$ cat src/sv/pfsp_pkg.sv
// Package for the prime step-up block: controller commands, status and states.
// Used by pfsp_ctrl, pfsp_dp and prime_from_smaller_prime_top.
package pfsp_pkg;
	typedef enum logic [8:0] {
		S_IDLE  = 9'b000000001,
		S_DIV   = 9'b000000010,
		S_CAND  = 9'b000000100,
		S_CHECK = 9'b000001000,
		S_EXP1  = 9'b000010000,
		S_TEST1 = 9'b000100000,
		S_EXP2  = 9'b001000000,
		S_TEST2 = 9'b010000000,
		S_DONE  = 9'b100000000
	} state_t;

	typedef struct packed {
		logic load;      // capture request, start division
		logic div_step;  // one restoring division step
		logic cand;      // form candidate p = k*q+1
		logic exp_start; // load exponentiation with exponent
		logic exp_sel;   // 0: p-1, 1: k
		logic exp_step;  // advance the square-and-multiply engine
		logic next_k;    // k += 2
	} cmd_t;

	typedef struct packed {
		logic div_done;
		logic bad_q;
		logic over;      // p > limit
		logic exp_done;
		logic exp_one;   // result == 1
	} stat_t;
endpackage

$ cat src/sv/pfsp_dp.sv
// Datapath for the prime step-up block: divider, candidate and modular exponent.
// Depends on pfsp_pkg for command and status types.
module pfsp_dp #(
	parameter int FRAC_W = 16,
	parameter int TW = 32
) (
	input  logic                 clk,
	input  logic                 arst_n,
	input  pfsp_pkg::cmd_t       cmd,
	output pfsp_pkg::stat_t      stat,
	input  logic [5:0]           t_cfg,
	input  logic [15:0]          small_prime,
	input  logic [FRAC_W-1:0]    random_fraction,
	output logic [31:0]          p_out
);
	localparam int NW = FRAC_W + 1 + TW;     // numerator width
	localparam int CW = $clog2(NW + 1);
	localparam int TCAP = (TW < 32) ? TW : 32;

	logic [15:0]       q_q;
	logic [NW-1:0]     num_q;
	logic [NW:0]       rem_q;
	logic [CW-1:0]     dcnt_q;
	logic [33:0]       k_q;
	logic [33:0]       p_q;
	logic [32:0]       limit_q;
	logic [33:0]       e_q;
	logic [31:0]       acc_q;
	logic [31:0]       base_q;
	logic              ephase_q;
	logic [5:0]        mcnt_q;
	logic [33:0]       mr_q;
	logic [31:0]       mb_q;

	logic [5:0]        t_sat;
	logic [NW:0]       rem_sh;
	logic [NW:0]       den_ext;
	logic [49:0]       kq;
	logic [31:0]       ma;
	logic [33:0]       mr2;
	logic [33:0]       mr2m;
	logic [33:0]       mra;
	logic [33:0]       mrn;
	logic              mm_idle;
	logic              mm_start;
	logic              mm_run;
	logic              mm_last;
	logic              ph_skip;

	always_comb begin
		t_sat = t_cfg;
		if (t_sat < 6'd1) t_sat = 6'd1;
		if (t_sat > 6'(TCAP)) t_sat = 6'(TCAP);
	end

	assign rem_sh  = {rem_q[NW-1:0], num_q[NW-1]};
	assign den_ext = (NW+1)'({q_q, {FRAC_W{1'b0}}});
	assign kq      = k_q * q_q;

	// shift-and-add modular multiply, one multiplier bit per cycle
	assign ma   = ephase_q ? acc_q : base_q;
	assign mr2  = {mr_q[32:0], 1'b0};
	assign mr2m = (mr2 >= p_q) ? mr2 - p_q : mr2;
	assign mra  = mr2m + (mb_q[31] ? {2'b00, ma} : 34'd0);
	assign mrn  = (mra >= p_q) ? mra - p_q : mra;

	assign mm_idle  = (mcnt_q == '0);
	assign mm_start = cmd.exp_step && mm_idle &&
		((ephase_q && e_q[0]) || (!ephase_q && e_q[33:1] != '0));
	assign ph_skip  = cmd.exp_step && mm_idle &&
		((ephase_q && !e_q[0] && e_q != '0) || (!ephase_q && e_q[33:1] == '0));
	assign mm_run   = cmd.exp_step && !mm_idle;
	assign mm_last  = mm_run && (mcnt_q == 6'd1);

	always_ff @(posedge clk or negedge arst_n) begin
		if (!arst_n) begin
			dcnt_q   <= '0;
			ephase_q <= 1'b0;
			mcnt_q   <= '0;
		end else begin
			if (cmd.load) dcnt_q <= CW'(NW);
			else if (cmd.div_step && dcnt_q != '0) dcnt_q <= dcnt_q - 1'b1;
			if (cmd.exp_start) begin
				ephase_q <= 1'b1;
				mcnt_q   <= '0;
			end else begin
				if (mm_start) mcnt_q <= 6'd32;
				else if (mm_run) mcnt_q <= mcnt_q - 6'd1;
				if (ph_skip || mm_last) ephase_q <= ~ephase_q;
			end
		end
	end

	always_ff @(posedge clk) begin
		if (cmd.load) begin
			q_q     <= small_prime;
			num_q   <= NW'({1'b1, random_fraction}) << (t_sat - 6'd1);
			rem_q   <= '0;
			limit_q <= 33'd1 << t_sat;
		end else if (cmd.div_step && dcnt_q != '0) begin
			if (rem_sh >= den_ext) begin
				rem_q <= rem_sh - den_ext;
				num_q <= {num_q[NW-2:0], 1'b1};
			end else begin
				rem_q <= rem_sh;
				num_q <= {num_q[NW-2:0], 1'b0};
			end
		end
		if (cmd.div_step && dcnt_q == '0) begin
			// quotient fits in 34 bits when q >= 2
			k_q <= 34'(num_q) + {33'd0, num_q[0]};
		end else if (cmd.next_k) begin
			k_q <= k_q + 34'd2;
		end
		if (cmd.cand) p_q <= 34'(kq) + 34'd1;
		if (cmd.exp_start) begin
			e_q    <= cmd.exp_sel ? k_q : p_q - 34'd1;
			acc_q  <= 32'd1;
			base_q <= (p_q <= 34'd2) ? 32'd0 : 32'd2;
		end else begin
			if (mm_start) begin
				mr_q <= '0;
				mb_q <= base_q;
			end else if (mm_run) begin
				mr_q <= mrn;
				mb_q <= {mb_q[30:0], 1'b0};
			end
			if (mm_last) begin
				if (ephase_q) acc_q <= mrn[31:0];
				else base_q <= mrn[31:0];
			end
			if (!ephase_q && (mm_last || ph_skip)) e_q <= e_q >> 1;
		end
	end

	assign stat.div_done = (dcnt_q == '0);
	assign stat.bad_q    = (q_q < 16'd2);
	assign stat.over     = ({16'd0, kq} + 66'd1) > {33'd0, limit_q};
	assign stat.exp_done = (e_q == '0) && ephase_q && mm_idle;
	assign stat.exp_one  = (acc_q == 32'd1);
	assign p_out = p_q[31:0];
endmodule

$ cat src/sv/pfsp_ctrl.sv
// Controller for the prime step-up block: sequences division, search and tests.
// Depends on pfsp_pkg for states, commands and status.
module pfsp_ctrl (
	input  logic            clk,
	input  logic            arst_n,
	input  logic            in_valid,
	output logic            in_stall,
	output logic            out_valid,
	input  logic            out_stall,
	output logic            found,
	input  pfsp_pkg::stat_t stat,
	output pfsp_pkg::cmd_t  cmd
);
	pfsp_pkg::state_t state_q, state_d;
	logic found_q, found_d;

	assign in_stall  = (state_q != pfsp_pkg::S_IDLE);
	assign out_valid = (state_q == pfsp_pkg::S_DONE);
	assign found     = found_q;

	always_comb begin
		state_d = state_q;
		found_d = found_q;
		cmd     = '0;
		unique case (state_q)
			pfsp_pkg::S_IDLE: begin
				if (in_valid) begin
					cmd.load = 1'b1;
					found_d  = 1'b0;
					state_d  = pfsp_pkg::S_DIV;
				end
			end
			pfsp_pkg::S_DIV: begin
				cmd.div_step = 1'b1;
				if (stat.bad_q) state_d = pfsp_pkg::S_DONE;
				else if (stat.div_done) state_d = pfsp_pkg::S_CAND;
			end
			pfsp_pkg::S_CAND: begin
				cmd.cand = 1'b1;
				state_d  = stat.over ? pfsp_pkg::S_DONE : pfsp_pkg::S_CHECK;
			end
			pfsp_pkg::S_CHECK: begin
				cmd.exp_start = 1'b1;
				state_d       = pfsp_pkg::S_EXP1;
			end
			pfsp_pkg::S_EXP1: begin
				cmd.exp_step = 1'b1;
				if (stat.exp_done) begin
					cmd.exp_step = 1'b0;
					state_d      = pfsp_pkg::S_TEST1;
				end
			end
			pfsp_pkg::S_TEST1: begin
				if (stat.exp_one) begin
					cmd.exp_start = 1'b1;
					cmd.exp_sel   = 1'b1;
					state_d       = pfsp_pkg::S_EXP2;
				end else begin
					cmd.next_k = 1'b1;
					state_d    = pfsp_pkg::S_CAND;
				end
			end
			pfsp_pkg::S_EXP2: begin
				cmd.exp_step = 1'b1;
				if (stat.exp_done) begin
					cmd.exp_step = 1'b0;
					state_d      = pfsp_pkg::S_TEST2;
				end
			end
			pfsp_pkg::S_TEST2: begin
				if (!stat.exp_one) begin
					found_d = 1'b1;
					state_d = pfsp_pkg::S_DONE;
				end else begin
					cmd.next_k = 1'b1;
					state_d    = pfsp_pkg::S_CAND;
				end
			end
			pfsp_pkg::S_DONE: begin
				if (!out_stall) state_d = pfsp_pkg::S_IDLE;
			end
			default: state_d = pfsp_pkg::S_IDLE;
		endcase
	end

	always_ff @(posedge clk or negedge arst_n) begin
		if (!arst_n) begin
			state_q <= pfsp_pkg::S_IDLE;
			found_q <= 1'b0;
		end else begin
			state_q <= state_d;
			found_q <= found_d;
		end
	end

	a_accept_only_idle: assert property (@(posedge clk) disable iff (!arst_n)
		cmd.load |-> state_q == pfsp_pkg::S_IDLE) else $error("load outside idle");
	a_onehot: assert property (@(posedge clk) disable iff (!arst_n)
		$onehot(state_q)) else $error("state not one-hot");
	a_done_hold: assert property (@(posedge clk) disable iff (!arst_n)
		out_valid && out_stall |=> out_valid && $stable(found)) else $error("result lost");
endmodule

$ cat src/sv/prime_from_smaller_prime_top.sv
// Prime step-up block: top level joining controller and datapath.
// Depends on pfsp_pkg, pfsp_ctrl and pfsp_dp.
//
// Takes one request (small_prime, random_fraction) at a time. A restoring
// division forms the first k; each candidate is then formed, checked against
// the limit and tested with one or two modular exponentiations. Every modular
// multiply is a 32-step shift-and-add reduction, and an L-bit exponent needs
// L-1 squarings and one multiply per set bit. The number of candidates
// searched sets the time per request. bit_length is saturated to
// [1, min(MAX_BIT_LENGTH, 32)]; the user must write it only while idle, as
// the block itself does not enforce this. The result holds until taken.
module prime_from_smaller_prime_top #(
	parameter int MAX_BIT_LENGTH = 32,
	parameter int FRACTION_BITS = 16
) (
	input  logic                     clk,
	input  logic                     arst_n,
	input  logic                     cfg_valid,
	output logic                     cfg_ready,
	input  logic [5:0]               cfg_data,
	input  logic                     in_valid,
	output logic                     in_stall,
	input  logic [15:0]              small_prime,
	input  logic [FRACTION_BITS-1:0] random_fraction,
	output logic                     out_valid,
	input  logic                     out_stall,
	output logic [31:0]              prime_value,
	output logic                     found
);
	pfsp_pkg::cmd_t  cmd;
	pfsp_pkg::stat_t stat;
	logic [5:0]  bit_length_q;
	logic [31:0] p_out;
	logic        found_i;

	assign cfg_ready = 1'b1;
	always_ff @(posedge clk or negedge arst_n) begin
		if (!arst_n) bit_length_q <= 6'd16;
		else if (cfg_valid && cfg_ready) bit_length_q <= cfg_data;
	end

	pfsp_ctrl u_ctrl (
		.clk, .arst_n, .in_valid, .in_stall, .out_valid, .out_stall,
		.found(found_i), .stat, .cmd
	);

	pfsp_dp #(.FRAC_W(FRACTION_BITS), .TW(MAX_BIT_LENGTH)) u_dp (
		.clk, .arst_n, .cmd, .stat, .t_cfg(bit_length_q),
		.small_prime, .random_fraction, .p_out
	);

	assign found       = found_i;
	assign prime_value = found_i ? p_out : 32'd0;
endmodule
$ cat config.mk
export PLATFORM = sky130hd
export DESIGN_NAME = prime_from_smaller_prime_top
export DESIGN_NICKNAME = d
export VERILOG_FILES = /design/src/sv/pfsp_pkg.sv /design/src/sv/pfsp_dp.sv /design/src/sv/pfsp_ctrl.sv /design/src/sv/prime_from_smaller_prime_top.sv
export SDC_FILE = /design/constraint.sdc
export NUM_CORES = 2
export LEC_CHECK = 0
export ABC_AREA = 1
export BUFFER_PORTS_ARGS = -buffer_cell sky130_fd_sc_hd__buf_2
export CAP_MARGIN = 10
export CORE_MARGIN = 4
export CORE_UTILIZATION = 50
export DETAILED_ROUTE_END_ITERATION = 8
export HOLD_SLACK_MARGIN = 0.12
export PLACE_DENSITY = 0.77
export SYNTH_ARGS = -nofsm -noshare
export SYNTH_HDL_FRONTEND = slang
export SYNTH_SLANG_ARGS = --single-unit
$ cat constraint.sdc
create_clock -name clk -period 9.7 [get_ports clk]
set_clock_uncertainty 0.1 [all_clocks]
set_input_delay 0.97 -clock clk [delete_from_list [all_inputs] [get_ports clk]]
set_output_delay 0.97 -clock clk [all_outputs]
set_load 0.01 [all_outputs]
==> impl_metrics.toml <==
[place]
final_weighted_congestion_in_routability_driven_placement = 1.090
io_buffer_count = 77
dp_cells = 7617
total_half_perimeter_wirelength_after_legalization_and_detailed_placement_um = 121800

[clocking]
clk-insertion-delay-late_ps = 670
cts_buffers = 50
tritoncts = "yes"
cts-root-to-sink-buffers = 3
postCtsResizedCells = 0
root_buffer_selected_by_cts = "sky130_fd_sc_hd__clkbuf_16"
postCtsHoldBufs = 0
post-cts-setup-buffer-count = 0
htree_num_levels = 2
cts_sinks = 405
cts.clk_slew.worst_paths_ps = 60

[sta]
fin_crit_sh_pct = 86.57
layout_min_cycle_time_ps = 8397
finalSetupViolCount = 0
worst-slew-pin-transition_ps = 1285
setup_repair_after_global_routing_missed_its_margin = "false"
final-max-slew-violation-count = 0
timing.final.hold_violations = 0
max_freq_mhz = 119.1
setup_total_negative_slack_ps = 0
worst_slew_margin_rel_pct = 14.35

[logic_synthesis]
postSynthCellCount = 6457
postSynthAreaPerCell_um2 = 7.298
largest_family_of_logic_cells_by_synthesized_area = "adder cells"
synth_enable_flop_cells = 295
post_synth_and_or_nand_nor_area_fraction_pct = 24.31
synth_cell_types = 66
synth_fp_nets = 7216
cell_area_after_technology_mapping_um2 = 47120
synthesis.yosys.warnings = 0
synth_compound_gate_area_share_pct = 9.110
fraction_of_the_mapped_netlist_area_in_adder_cells_pct = 25.96
ys_seq_area_share_pct = 23.79
share_of_async_settable_or_async_resettable_flops_after_synthesis_pct = 7.160
postSynth.topFlopCell = "sky130_fd_sc_hd__edfxtp_1"
post_synthesis_xor_xnor_area_fraction_pct = 3.545
synth.mux.area_fraction_pct = 0.1514
synthesis_stage_register_bit_count = 405

[detailed_routing]
drt_iter0_drc = 4091
drt_drc_violations_left = 0
vias_per_cell = 5.517
num_vias = 42560
router_iterations_before_antenna_repair = 7
drt.antenna.violating_nets = 0
route.final.wire_length_um = 155200
average_wire_per_standard_cell_um = 20.12

[global_routing]
grt_first_pass_wirelength_um = 238800
grt_overflow_total = 0
grt_max_degree = 80
number_of_antenna_violations_at_the_first_check_in_global_routing = 5
vias_in_the_first_global_route = 42030
grt_util_all_layers_pct = 31.27

[worst_hold_path]
hp-class = "primary input to asynchronous set/reset pin"

[floorplan]
core_area_um2 = 93470
placementRows = 112
io_pins = 79
die_h_um = 315.0
floorplan.die.width_um = 315.0
initial_utilization_pct = 50.41
die_area_um2 = 99220

[cells_and_area]
n_fill_cell = 8994
flow.area_growth_from_synthesis_pct = 6.819
multiInputGateArea_um2 = 29760
layout-drive-gt1-share_pct = 5.359
nNetsFinal = 7174
mostFrequentLayoutCell = "sky130_fd_sc_hd__nand2_1"
layout.cells.most_common_list = "1797 x sky130_fd_sc_hd__nand2_1, 1358 x sky130_fd_sc_hd__inv_1, 436 x sky130_fd_sc_hd__fa_1"
ff_latch_area_um2 = 11210
stdcell_count = 7714

[setup_path]
slowest_stage = "sky130_fd_sc_hd__edfxtp_1"
critical-path-max-stage-delay_ps = 1140
required_ps = 10140
cp-end-kind = "flop"
critPathLaunchType = "flop"
critical_path.most_common_cell = "sky130_fd_sc_hd__nand2_1"
timing.critical_path.fanout_max = 19
critPathBufInv = 6
arrival_worst_endpoint_ps = 8840
regToRegSetupSlack_ps = 1300
critPathKind = "flop to flop"
cp_top_family = "adder cells"

[status]
outcome = "complete, no violations"

[run]
maxCapViolations = 0
[synthesized netlist by cell type (54+ instances only)]
library cell,n,share of area [%]
sky130_fd_sc_hd__fa_1,436,19
sky130_fd_sc_hd__nor2_1,431,3.4
sky130_fd_sc_hd__xnor2_1,54,1.0
sky130_fd_sc_hd__edfxtp_1,295,19
sky130_fd_sc_hd__a21oi_1,295,3.1
sky130_fd_sc_hd__clkbuf_1,161,1.3
sky130_fd_sc_hd__ha_1,280,7.4
sky130_fd_sc_hd__dfxtp_1,81,3.4
sky130_fd_sc_hd__inv_1,1359,11
sky130_fd_sc_hd__nand2_1,1800,14
sky130_fd_sc_hd__nand4_1,67,0.89
sky130_fd_sc_hd__xor2_1,133,2.5
sky130_fd_sc_hd__nor3_1,80,0.85
sky130_fd_sc_hd__o21ai_0,269,2.9
sky130_fd_sc_hd__nand3_1,229,2.4
[path summary, 6_finish.rpt]
path                       depth (start not counted)      startpoint           endpoint
max                                               33     u_dp.k_q[8]  u_ctrl.state_q[8]
min                                                1          arst_n     u_dp.dcnt_q[0]
max reg2reg                                       33     u_dp.k_q[8]  u_ctrl.state_q[8]
min reg2reg                                        2  u_dp.rem_q[30]     u_dp.rem_q[30]
max in group asynchronous                          1          arst_n      u_dp.ephase_q
min in group clk                                   1  small_prime[9]        u_dp.q_q[9]
[per-layer routing]
metal | track usage [%] | part of all wire (%)
met1 | 39.65 | 39
met2 | 51.29 | 46
met3 | 5.600 | 8.8
met4 | 16.13 | 6.2
met5 | 0 | 0.021
[state kept, by name (all words and copies together), names as in the netlist, 9 cells and up]
name	count
u_ctrl.state_q	9
u_dp.acc_q	32
u_dp.base_q	32
u_dp.e_q	34
u_dp.k_q	33
u_dp.limit_q	33
u_dp.mb_q	32
u_dp.mr_q	33
u_dp.num_q	49
u_dp.p_q	33
u_dp.q_q	16
u_dp.rem_q	49
[layout make-up]
type | instances | area share [%]
Antenna cell | 3 | 0.01491
Clock buffer | 62 | 2.637
Clock inverter | 32 | 0.7283
Inverter | 1372 | 10.23
Multi-Input combinational cell | 4437 | 59.13
Sequential cell | 405 | 22.27
Tap cell | 1254 | 3.117
Timing Repair Buffer | 149 | 1.864
[metrics by stage]
stage               area, µm²  utilization, %  hold slack [ps]  setup WS, ps
detailed placement      48630           52.03            373.2          1491
CTS                     50330           53.84            239.9          1458
floorplan               47120               -            344.7          2920
global placement        48630           52.03            361.0          1513
global route            50330           53.84            305.9         885.6
finish                  50330           53.85            249.9          1303
[cell families after synthesis]
family	Yosys count
AOI/OAI and AO/OA	765
xor gates and xnor gates	189
muxes	7
other	1
adders and majority gates	716
DFF	405
buffers and inverters	1615
and+or+nand+nor	2759
Power is not shown: default switching activity piles up to over one toggle a cycle in this logic, so the estimate is an artifact.
